<file path="src/sv/assert_macros.svh">
// assertion macros shared by the timed wait queue modules
// expects a clock named clk and an active-low reset named arst_n in scope
`ifndef ASSERT_MACROS_SVH
`define ASSERT_MACROS_SVH

// property holds on every clock edge outside reset
`define TWQ_ASSERT_ALWAYS(lbl, expr, msg) \
	lbl: assert property (@(posedge clk) disable iff (!arst_n) (expr)) else $error(msg);

// consequent holds in the same cycle as the antecedent
`define TWQ_ASSERT_IMPLY(lbl, ante, cons, msg) \
	lbl: assert property (@(posedge clk) disable iff (!arst_n) (ante) |-> (cons)) else $error(msg);

// consequent holds in the cycle after the antecedent
`define TWQ_ASSERT_NEXT(lbl, ante, cons, msg) \
	lbl: assert property (@(posedge clk) disable iff (!arst_n) (ante) |=> (cons)) else $error(msg);

`endif

</file>
<file path="src/sv/twq_pkg.sv">
// types and codes of the timed wait queue
// used by front end, command queue, back end and top level; no dependencies
package twq_pkg;

	localparam int ID_W   = 16;
	localparam int TMO_W  = 16;
	localparam int REQ_W  = 3;
	localparam int STAT_W = 3;
	localparam int QCNT_W = 5;

	localparam logic [REQ_W-1:0] REQ_INSERT    = 3'd0;
	localparam logic [REQ_W-1:0] REQ_REM_HEAD  = 3'd1;
	localparam logic [REQ_W-1:0] REQ_REM_ID    = 3'd2;
	localparam logic [REQ_W-1:0] REQ_LOOKUP    = 3'd3;
	localparam logic [REQ_W-1:0] REQ_TICK      = 3'd4;

	localparam logic [STAT_W-1:0] ST_OK        = 3'd0;
	localparam logic [STAT_W-1:0] ST_EMPTY     = 3'd1;
	localparam logic [STAT_W-1:0] ST_NOT_FOUND = 3'd2;
	localparam logic [STAT_W-1:0] ST_FULL      = 3'd3;
	localparam logic [STAT_W-1:0] ST_EXPIRED   = 3'd4;
	localparam logic [STAT_W-1:0] ST_TICK_DONE = 3'd5;

	// command queue between front and back
	localparam int QDEPTH = 2;
	localparam int QAW    = $clog2(QDEPTH);
	localparam int QCW    = $clog2(QDEPTH + 1);

	typedef enum logic [2:0] {
		OP_INSERT,
		OP_REM_HEAD,
		OP_REM_ID,
		OP_LOOKUP,
		OP_TICK,
		OP_NOP
	} op_t;

	typedef struct packed {
		op_t              op;
		logic [ID_W-1:0]  id;
		logic [TMO_W-1:0] wt;
	} cmd_t;

	typedef struct packed {
		logic full;
		logic empty;
	} q_flags_t;

	typedef struct packed {
		logic [ID_W-1:0]  id;
		logic [TMO_W-1:0] tmo;
	} entry_t;

	typedef enum logic {
		BK_IDLE,
		BK_WALK
	} back_state_t;

endpackage

</file>
<file path="src/sv/twq_front.sv">
// request front end: registers and classifies incoming words into commands
// depends on twq_pkg; feeds twq_cmd_fifo
module twq_front import twq_pkg::*; (
	input  logic              clk,
	input  logic              arst_n,
	input  logic              req_valid,
	output logic              req_stall,
	input  logic [REQ_W-1:0]  req_type,
	input  logic [ID_W-1:0]   proc_id,
	input  logic [TMO_W-1:0]  wait_time,
	input  q_flags_t          qf,
	output logic              q_push,
	output cmd_t              q_cmd
);

	logic vld_s1;
	cmd_t cmd_s1;
	op_t  op_dec;

	always_comb begin
		case (req_type)
			REQ_INSERT:   op_dec = OP_INSERT;
			REQ_REM_HEAD: op_dec = OP_REM_HEAD;
			REQ_REM_ID:   op_dec = OP_REM_ID;
			REQ_LOOKUP:   op_dec = OP_LOOKUP;
			REQ_TICK:     op_dec = OP_TICK;
			default:      op_dec = OP_NOP;
		endcase
	end

	assign req_stall = vld_s1 && qf.full;
	assign q_push    = vld_s1 && !qf.full;
	assign q_cmd     = cmd_s1;

	always_ff @(posedge clk or negedge arst_n) begin
		if (!arst_n) begin
			vld_s1 <= 1'b0;
		end else if (!req_stall) begin
			vld_s1 <= req_valid;
		end
	end

	always_ff @(posedge clk) begin
		if (req_valid && !req_stall) begin
			cmd_s1 <= '{op: op_dec, id: proc_id, wt: wait_time};
		end
	end

endmodule

</file>
<file path="src/sv/twq_cmd_fifo.sv">
// short command queue decoupling front end and back end
// depends on twq_pkg and assert_macros.svh
`include "assert_macros.svh"
module twq_cmd_fifo import twq_pkg::*; (
	input  logic     clk,
	input  logic     arst_n,
	input  logic     push,
	input  cmd_t     push_cmd,
	input  logic     pop,
	output cmd_t     head,
	output q_flags_t qf
);

	cmd_t            slot_q [QDEPTH];
	logic [QAW-1:0]  wp_q;
	logic [QAW-1:0]  rp_q;
	logic [QCW-1:0]  cnt_q;

	assign qf.full  = (cnt_q == QCW'(QDEPTH));
	assign qf.empty = (cnt_q == '0);
	assign head     = slot_q[rp_q];

	always_ff @(posedge clk or negedge arst_n) begin
		if (!arst_n) begin
			wp_q  <= '0;
			rp_q  <= '0;
			cnt_q <= '0;
		end else begin
			if (push) begin
				wp_q <= (wp_q == QAW'(QDEPTH - 1)) ? '0 : wp_q + 1'b1;
			end
			if (pop) begin
				rp_q <= (rp_q == QAW'(QDEPTH - 1)) ? '0 : rp_q + 1'b1;
			end
			if (push && !pop) begin
				cnt_q <= cnt_q + 1'b1;
			end else if (pop && !push) begin
				cnt_q <= cnt_q - 1'b1;
			end
		end
	end

	always_ff @(posedge clk) begin
		if (push) begin
			slot_q[wp_q] <= push_cmd;
		end
	end

	`TWQ_ASSERT_IMPLY(a_no_pop_empty, pop, !qf.empty, "pop from empty command queue")
	`TWQ_ASSERT_IMPLY(a_no_push_full, push && !pop, !qf.full, "push into full command queue")
	`TWQ_ASSERT_ALWAYS(a_cnt_bound, cnt_q <= QCW'(QDEPTH), "command queue count overflow")

endmodule

</file>
<file path="src/sv/twq_back.sv">
// back end: entry memory, walk sequencer and result register
// depends on twq_pkg and assert_macros.svh; takes commands from twq_cmd_fifo
`include "assert_macros.svh"
module twq_back import twq_pkg::*; #(
	parameter int DEPTH = 16
) (
	input  logic              clk,
	input  logic              arst_n,
	input  logic              cfg_we,
	input  logic              cfg_wdata,
	input  q_flags_t          qf,
	input  cmd_t              head,
	output logic              q_pop,
	output logic              rsp_valid,
	input  logic              rsp_stall,
	output logic [STAT_W-1:0] status,
	output logic [ID_W-1:0]   out_id,
	output logic              found,
	output logic              release_credit,
	output logic [QCNT_W-1:0] queue_count,
	output logic              last
);

	localparam int AW = (DEPTH > 1) ? $clog2(DEPTH) : 1;
	localparam int CW = $clog2(DEPTH + 1);
	localparam logic [CW-1:0] DEPTH_C = CW'(DEPTH);

	back_state_t state_q, state_d;

	entry_t          mem [DEPTH];
	entry_t          rdata_s1;
	logic            v_s1;
	logic            first_s1;

	cmd_t            cur_q;
	logic [CW-1:0]   cnt_q;
	logic [CW-1:0]   total_q;
	logic [CW-1:0]   rd_q;
	logic [CW-1:0]   wr_q;
	logic            matched_q;
	logic [ID_W-1:0] hit_id_q;
	logic            sem_q;

	logic            ov_q;
	logic [STAT_W-1:0] stat_q;
	logic [ID_W-1:0] id_q;
	logic            found_q;
	logic            credit_q;
	logic [QCNT_W-1:0] qcnt_q;
	logic            last_q;

	logic            out_free;
	logic            take;
	logic            starts_walk;
	logic            walk_done;

	logic            emit;
	logic [STAT_W-1:0] r_stat;
	logic [ID_W-1:0] r_id;
	logic            r_found;
	logic            r_credit;
	logic [CW-1:0]   r_cnt;
	logic            r_last;
	logic            we;
	logic [AW-1:0]   waddr;
	entry_t          wdata;
	logic            ren;
	logic            drop;
	logic            hit;
	logic            cnt_inc;
	logic [TMO_W-1:0] newt;

	assign out_free    = !ov_q || !rsp_stall;
	assign take        = (state_q == BK_IDLE) && !qf.empty && out_free;
	assign starts_walk = (head.op == OP_REM_ID) || (head.op == OP_LOOKUP) ||
		(head.op == OP_TICK) || ((head.op == OP_REM_HEAD) && (cnt_q != '0));
	assign walk_done   = (state_q == BK_WALK) && out_free && !v_s1 && (rd_q == total_q);

	always_comb begin
		state_d = state_q;
		case (state_q)
			BK_IDLE: begin
				if (take && starts_walk) begin
					state_d = BK_WALK;
				end
			end
			BK_WALK: begin
				if (walk_done) begin
					state_d = BK_IDLE;
				end
			end
			default: state_d = BK_IDLE;
		endcase
	end

	always_comb begin
		q_pop    = 1'b0;
		emit     = 1'b0;
		r_stat   = ST_OK;
		r_id     = '0;
		r_found  = 1'b0;
		r_credit = 1'b0;
		r_cnt    = cnt_q;
		r_last   = 1'b1;
		we       = 1'b0;
		waddr    = wr_q[AW-1:0];
		wdata    = rdata_s1;
		ren      = 1'b0;
		drop     = 1'b0;
		hit      = 1'b0;
		cnt_inc  = 1'b0;
		newt     = rdata_s1.tmo;
		case (state_q)
			BK_IDLE: begin
				if (take) begin
					q_pop = 1'b1;
					case (head.op)
						OP_INSERT: begin
							emit = 1'b1;
							if (cnt_q == DEPTH_C) begin
								r_stat = ST_FULL;
							end else begin
								we      = 1'b1;
								waddr   = cnt_q[AW-1:0];
								wdata   = '{id: head.id, tmo: head.wt};
								cnt_inc = 1'b1;
								r_cnt   = CW'(cnt_q + 1'b1);
							end
						end
						OP_REM_HEAD: begin
							if (cnt_q == '0) begin
								emit   = 1'b1;
								r_stat = ST_EMPTY;
							end
						end
						OP_REM_ID, OP_LOOKUP, OP_TICK: begin
						end
						default: emit = 1'b1;
					endcase
				end
			end
			BK_WALK: begin
				if (out_free) begin
					ren = (rd_q < total_q);
					if (v_s1) begin
						case (cur_q.op)
							OP_REM_HEAD: begin
								drop = first_s1;
								hit  = first_s1;
							end
							OP_REM_ID: begin
								drop = !matched_q && (rdata_s1.id == cur_q.id);
								hit  = drop;
							end
							OP_LOOKUP: begin
								hit = !matched_q && (rdata_s1.id == cur_q.id);
							end
							OP_TICK: begin
								if (rdata_s1.tmo != '0) begin
									newt = rdata_s1.tmo - 1'b1;
									if (newt == '0) begin
										drop     = 1'b1;
										emit     = 1'b1;
										r_stat   = ST_EXPIRED;
										r_id     = rdata_s1.id;
										r_found  = 1'b1;
										r_credit = sem_q;
										r_cnt    = CW'(cnt_q - 1'b1);
										r_last   = 1'b0;
									end
								end
							end
							default: begin
							end
						endcase
						if (!drop) begin
							we    = 1'b1;
							waddr = wr_q[AW-1:0];
							wdata = '{id: rdata_s1.id, tmo: newt};
						end
					end else if (rd_q == total_q) begin
						emit = 1'b1;
						if (cur_q.op == OP_TICK) begin
							r_stat = ST_TICK_DONE;
						end else if (matched_q) begin
							r_id    = hit_id_q;
							r_found = 1'b1;
						end else begin
							r_stat = ST_NOT_FOUND;
						end
					end
				end
			end
			default: begin
			end
		endcase
	end

	always_ff @(posedge clk) begin
		if (we) begin
			mem[waddr] <= wdata;
		end
		if (ren) begin
			rdata_s1 <= mem[rd_q[AW-1:0]];
			first_s1 <= (rd_q == '0);
		end
	end

	always_ff @(posedge clk or negedge arst_n) begin
		if (!arst_n) begin
			state_q   <= BK_IDLE;
			cnt_q     <= '0;
			total_q   <= '0;
			rd_q      <= '0;
			wr_q      <= '0;
			v_s1      <= 1'b0;
			matched_q <= 1'b0;
			sem_q     <= 1'b0;
			ov_q      <= 1'b0;
		end else begin
			state_q <= state_d;
			if (cfg_we) begin
				sem_q <= cfg_wdata;
			end
			if (cnt_inc) begin
				cnt_q <= cnt_q + 1'b1;
			end else if (drop) begin
				cnt_q <= cnt_q - 1'b1;
			end
			if (take) begin
				total_q   <= cnt_q;
				rd_q      <= '0;
				wr_q      <= '0;
				v_s1      <= 1'b0;
				matched_q <= 1'b0;
			end else if ((state_q == BK_WALK) && out_free) begin
				v_s1 <= ren;
				if (ren) begin
					rd_q <= rd_q + 1'b1;
				end
				if (v_s1 && !drop) begin
					wr_q <= wr_q + 1'b1;
				end
				if (hit) begin
					matched_q <= 1'b1;
				end
			end
			if (emit) begin
				ov_q <= 1'b1;
			end else if (!rsp_stall) begin
				ov_q <= 1'b0;
			end
		end
	end

	always_ff @(posedge clk) begin
		if (take) begin
			cur_q <= head;
		end
		if (hit) begin
			hit_id_q <= rdata_s1.id;
		end
		if (emit) begin
			stat_q   <= r_stat;
			id_q     <= r_id;
			found_q  <= r_found;
			credit_q <= r_credit;
			qcnt_q   <= QCNT_W'(r_cnt);
			last_q   <= r_last;
		end
	end

	assign rsp_valid      = ov_q;
	assign status         = stat_q;
	assign out_id         = id_q;
	assign found          = found_q;
	assign release_credit = credit_q;
	assign queue_count    = qcnt_q;
	assign last           = last_q;

	`TWQ_ASSERT_ALWAYS(a_cnt_bound, cnt_q <= DEPTH_C, "entry count above depth")
	`TWQ_ASSERT_IMPLY(a_wr_behind_rd, state_q == BK_WALK, wr_q <= rd_q, "compaction overtook reads")
	`TWQ_ASSERT_NEXT(a_walk_ends_last, walk_done, rsp_valid && last, "walk ended without last result")

endmodule

</file>
<file path="src/sv/timed_wait_queue.sv">
// timed wait queue top level: front end, command queue and back end
// depends on twq_pkg, twq_front, twq_cmd_fifo and twq_back
//
// channel   direction  handshake              payload
// request   in         req_valid / req_stall  req_type, proc_id, wait_time
// response  out        rsp_valid / rsp_stall  status, out_id, found, release_credit,
//                                             queue_count, last
// config    in         cfg_we                 cfg_wdata (semaphore attached)
//
// insert, remove head on an empty queue and unused codes are answered from the idle state.
// remove id, lookup, tick and remove head walk the entries: the command is taken, then
// one entry per cycle is read through the entry memory's single read port while the
// output is free, the read data is registered, and a final result word ends the walk.
// the front end registers each request word; two commands may wait between the parts.
// reset clears counts and control only; entry memory needs no clearing. with a response
// held, rsp_stall freezes the back end; req_stall rises when a word meets a full queue.
module timed_wait_queue import twq_pkg::*; #(
	parameter int DEPTH = 16
) (
	input  logic              clk,
	input  logic              arst_n,
	input  logic              cfg_we,
	input  logic              cfg_wdata,
	input  logic              req_valid,
	output logic              req_stall,
	input  logic [REQ_W-1:0]  req_type,
	input  logic [ID_W-1:0]   proc_id,
	input  logic [TMO_W-1:0]  wait_time,
	output logic              rsp_valid,
	input  logic              rsp_stall,
	output logic [STAT_W-1:0] status,
	output logic [ID_W-1:0]   out_id,
	output logic              found,
	output logic              release_credit,
	output logic [QCNT_W-1:0] queue_count,
	output logic              last
);

	q_flags_t qf;
	logic     q_push;
	logic     q_pop;
	cmd_t     q_cmd;
	cmd_t     q_head;

	twq_front u_front (
		.clk       (clk),
		.arst_n    (arst_n),
		.req_valid (req_valid),
		.req_stall (req_stall),
		.req_type  (req_type),
		.proc_id   (proc_id),
		.wait_time (wait_time),
		.qf        (qf),
		.q_push    (q_push),
		.q_cmd     (q_cmd)
	);

	twq_cmd_fifo u_fifo (
		.clk      (clk),
		.arst_n   (arst_n),
		.push     (q_push),
		.push_cmd (q_cmd),
		.pop      (q_pop),
		.head     (q_head),
		.qf       (qf)
	);

	twq_back #(
		.DEPTH (DEPTH)
	) u_back (
		.clk            (clk),
		.arst_n         (arst_n),
		.cfg_we         (cfg_we),
		.cfg_wdata      (cfg_wdata),
		.qf             (qf),
		.head           (q_head),
		.q_pop          (q_pop),
		.rsp_valid      (rsp_valid),
		.rsp_stall      (rsp_stall),
		.status         (status),
		.out_id         (out_id),
		.found          (found),
		.release_credit (release_credit),
		.queue_count    (queue_count),
		.last           (last)
	);

endmodule

</file>
<file path="config.mk">
export PLATFORM = sky130hd
export DESIGN_NAME = timed_wait_queue
export DESIGN_NICKNAME = d
export VERILOG_FILES = /design/src/sv/twq_pkg.sv /design/src/sv/twq_front.sv /design/src/sv/twq_cmd_fifo.sv /design/src/sv/twq_back.sv /design/src/sv/timed_wait_queue.sv
export VERILOG_INCLUDE_DIRS = /design/src /design/src/sv
export SDC_FILE = /design/constraint.sdc
export NUM_CORES = 1
export LEC_CHECK = 0
export ABC_AREA = 1
export ABC_CLOCK_PERIOD_IN_PS = 9370
export BUFFER_PORTS_ARGS = -buffer_cell sky130_fd_sc_hd__buf_2
export CORE_MARGIN = 2
export CORE_UTILIZATION = 30
export DETAILED_ROUTE_END_ITERATION = 10
export PLACE_DENSITY_LB_ADDON = 0.1
export SKIP_CTS_REPAIR_TIMING = 1
export SLEW_MARGIN = 40
export SYNTH_ARGS = -nofsm -noshare
export SYNTH_HDL_FRONTEND = slang
export SYNTH_SLANG_ARGS = --single-unit
</file>
<file path="constraint.sdc">
create_clock -name clk -period 9.37 [get_ports clk]
set_input_delay 0.937 -clock clk [delete_from_list [all_inputs] [get_ports clk]]
set_output_delay 0.937 -clock clk [all_outputs]
set_load 0.02 [all_outputs]
</file>
==> summary.md <==
| Metric | Value |
|---|---|
| Peak Freq | about 220 MHz |
| TNS Setup | 0 ns |
| Hold Violations, Final | 0 |
| Post-synthesis net count | 2438 |
| Crit path required time | 9.63 ns |
| Via density | just under 5 |
| Placed cell area | 32000 sq um |
| Drt wl/cell | around 23 um |
| Antenna-violating nets left | 0 |
| Commonest non-fill, non-tap cell in the layout | edfxtp_1 |
| Cell count after synthesis | ~2400 |
| CTS root buffer | clkbuf_16 |
| Critical Path End | u_back.mem[6][24]$_DFFE_PP_ |
| Status | complete, no violations |
| Slowest stage delay, CP | roughly 0.63 ns |
| Worst Skew | approximately 0.024 ns |
| Skew-Pair Late Insertion Delay | ~0.64 ns |
| Largest net degree at the start of global routing | 150 |
| Hold Path Class | input pin to async pin |
| Area Growth Syn to Fin | 15.6% |
| Max-slew violations | 0 |
| Design Area, Final | around 35000 sq um |
| CTS Buf Count | 80 |
| Initial antenna violation count | 0 |
| Most frequent cells in the layout | edfxtp_1, o21ai_0, nand2_1 |
| I/O Pins | 70 |
| Worst-path clk slew | 0.06 ns |
| Max VDD drop | 0.000288 V |
| Synth warn | 0 |
| Dpl hpwl | 47900 um |
| GP Congestion | roughly 0.8 |
| Minimum clock period | roughly 4.5 ns |
| Cell Area, Synth | ~30000 sq um |
| CTS Buffer Depth | 3 |
| Syn Area/Cell | approximately 13 sq um |
| Setup-failing EPs final | 0 |
| Maxcap violations | 0 |
| Number of global-route vias before repair | ~19000 |
| Site Rows | 115 |
| Critical-path cell list | buf_2 > nand2_1 > inv_1 > nor3_4 > buf_4 > nand2_2 > nor2_4 > buf_4 > o22ai_1 > nor2_1 > nand2_1 > nor2_4 > buf_4 |
| Drt total wl | 86400 um |
| Total number of vias | ~19000 |
| Setup CP Type | input pin to flop |
| Port Buf Inserts | 69 |
| Netlist cell types | between 40 and 50 |
| Slew HR | 0.422 |
| Worst slew pin tran | between 0.8 and 0.9 ns |
| Pre-Repair DR Iteration Count | 5 |
| Final Power | between 10000 and 15000 uW |
| Endpoint class of the critical path | flop |
| First-pass GRT wire length | 127000 um |
| Flops & latches, synth | 741 |
| Die ar. | a little over 100000 sq um |
| Most used cell, CP | buf_4 |
| CP Max Fanout | 34 |
| Layout cells sized above 1 | 0.125 |
| Iteration-0 DRC Markers | 1306 |
| RSZ-0062 raised after global routing | no |
| Arrival time worst endpoint | about 4.8 ns |
| DIE WIDTH | between 300 and 400 um |
| Fin crit share | 0.479 |
| CTS tree | yes |
| Post-route setup slack | approximately 4.9 ns |
| LEAKAGE | about 0.012 uW |
| Inserted Diodes | 0 |
| Worst R2R Setup Slack | around 4.9 ns |
| CP Launch Type | input pin |
| Starting Density | 0.304 |
| Die height | 320 um |
| Reg-to-Reg End | u_back.mem[6][24]$_DFFE_PP_ |
| Start of the worst register-to-register path | u_back.rsp_valid$_DFFE_PN0P_ |
| Nets@finish | between 2000 and 3000 |
| Clock sink total | about 740 |
| GRT Util Overall | 0.168 |
| DRC | 0 |
| H-tree depth | 3 |
| Grt ovf | 0 |
| Power Density | ~350 nW/um^2 |
| Fillers | between 9000 and 10000 |
| Core ar. | just under 100000 sq um |
| Worst Reg-to-Reg Cells | 12 |
| CP startpoint | rsp_stall |
| Dpl ws | 4.23 ns |
| Post-synthesis sequential area ratio | 0.737 |
| Slowest CP cell | buf_4 |
critical path, delay by kind of cell:
kind	cells	cell delay [ns]
AO/OA/AOI/OAI	1	0.22
buffers and inverters	5	1.84
AND/OR/NAND/NOR	7	1.70
kinds of logic (layout without fill, tap and decap cells):
| logic type | Yosys count | after routing | synth area share |
|---|---|---|---|
| AND/OR/NAND/NOR | 830 | 830 | 0.115 |
| flip-flops | 741 | 741 | 0.737 |
| AO/OA/AOI/OAI | 541 | 541 | 0.105 |
| buffers and inverters | 238 | 369 | 0.0312 |
| XOR/XNOR | 21 | 21 | 0.00613 |
| adder cells (fa/ha/maj) | 13 | 13 | 0.00542 |
worst min path at each step:
stage | from | end | slack, ns | cells after the start
final | arst_n | u_back.sem_q$_DFFE_PN0P_ | 0.24 | 1
after floorplan | u_front.q_cmd[0]$_DFFE_PP_ | u_fifo.slot_q[0][0]$_DFFE_PP_ | 0.42 | 0
after global routing | arst_n | u_back.sem_q$_DFFE_PN0P_ | 0.23 | 1
after global placement | u_front.q_cmd[1]$_DFFE_PP_ | u_fifo.slot_q[0][1]$_DFFE_PP_ | 0.43 | 0
after detailed placement | u_front.q_cmd[29]$_DFFE_PP_ | u_fifo.slot_q[0][29]$_DFFE_PP_ | 0.43 | 0
after CTS | arst_n | u_back.sem_q$_DFFE_PN0P_ | 0.36 | 1
metrics by stage:
step | hold WS [ns] | util | cells
4_1_cts | 0.360 | 0.351 | 3802
6_report | 0.238 | 0.351 | 3802
3_3_place_gp | 0.428 | 0.324 | 3655
2_1_floorplan | 0.421 | - | 2384
5_1_grt | 0.234 | 0.351 | 3802
3_5_place_dp | 0.431 | 0.325 | 3657
synthesized netlist by cell type (all sizes together):
cell type / instances / area share
xnor2: 7 / 0.0020
edfxtp: 712 / 0.71
a41oi: 1 / 0.00029
clkinv: 4 / 0.00054
nand3: 118 / 0.020
or2: 4 / 0.00083
nor4: 1 / 0.00021
a21oi: 11 / 0.0020
a31o: 1 / 0.00029
nand2: 343 / 0.044
nor3: 7 / 0.0017
o22ai: 81 / 0.017
clkbuf: 117 / 0.015
xor2: 14 / 0.0041
and2: 1 / 0.00021
a31oi: 6 / 0.0013
o221ai: 50 / 0.015
ha: 13 / 0.0054
nor3b: 1 / 0.00025
o21bai: 1 / 0.00025
nand4: 14 / 0.0034
inv: 100 / 0.013
a21o: 1 / 0.00025
o211ai: 23 / 0.0058
o31ai: 1 / 0.00025
buf: 17 / 0.0035
dfrtp: 29 / 0.024
o21ai: 364 / 0.063
nor2: 341 / 0.044
a211oi: 1 / 0.00025
metal layers:
layer | vias up | track usage | share of wire
met2 | 352 | 0.298 | 0.51
met4 | 0 | 0.0465 | 0.025
met5 | - | 0 | 0
met1 | 9525 | 0.214 | 0.43
met3 | 121 | 0.0237 | 0.033
li1 | 8818 | - | -
area by class of cell:
type                    instances  area [sq um]  area share
repair buffers                120           800      0.0231
inverters                     104           400      0.0115
flip-flops and latches        741         22100       0.638
multi-input cells            1405          7120       0.205
well taps                    1287          1610      0.0464
clock inverters                46           513      0.0148
clock buffers                  99          2110      0.0610
power breakdown:
part	leakage (uW)	total (uW)	switching, uW	internal (uW)
Clock	0.00128	3190	1310	1880
Combinational	0.00367	3730	2840	891
Sequential	0.00687	5300	389	4910
flip-flops by register name, summed over array words and instances, names as in the netlist, 2 cells and up:
register            flops
u_back.cnt_q            5
u_back.cur_q           19
u_back.hit_id_q        16
u_back.mem            512
u_back.out_id          16
u_back.queue_count      5
u_back.rd_q             5
u_back.rdata_s1        32
u_back.status           3
u_back.total_q          5
u_back.wr_q             4
u_fifo.cnt_q            2
u_fifo.slot_q          70
u_front.q_cmd          35
Power figures use the tool's default switching activity.
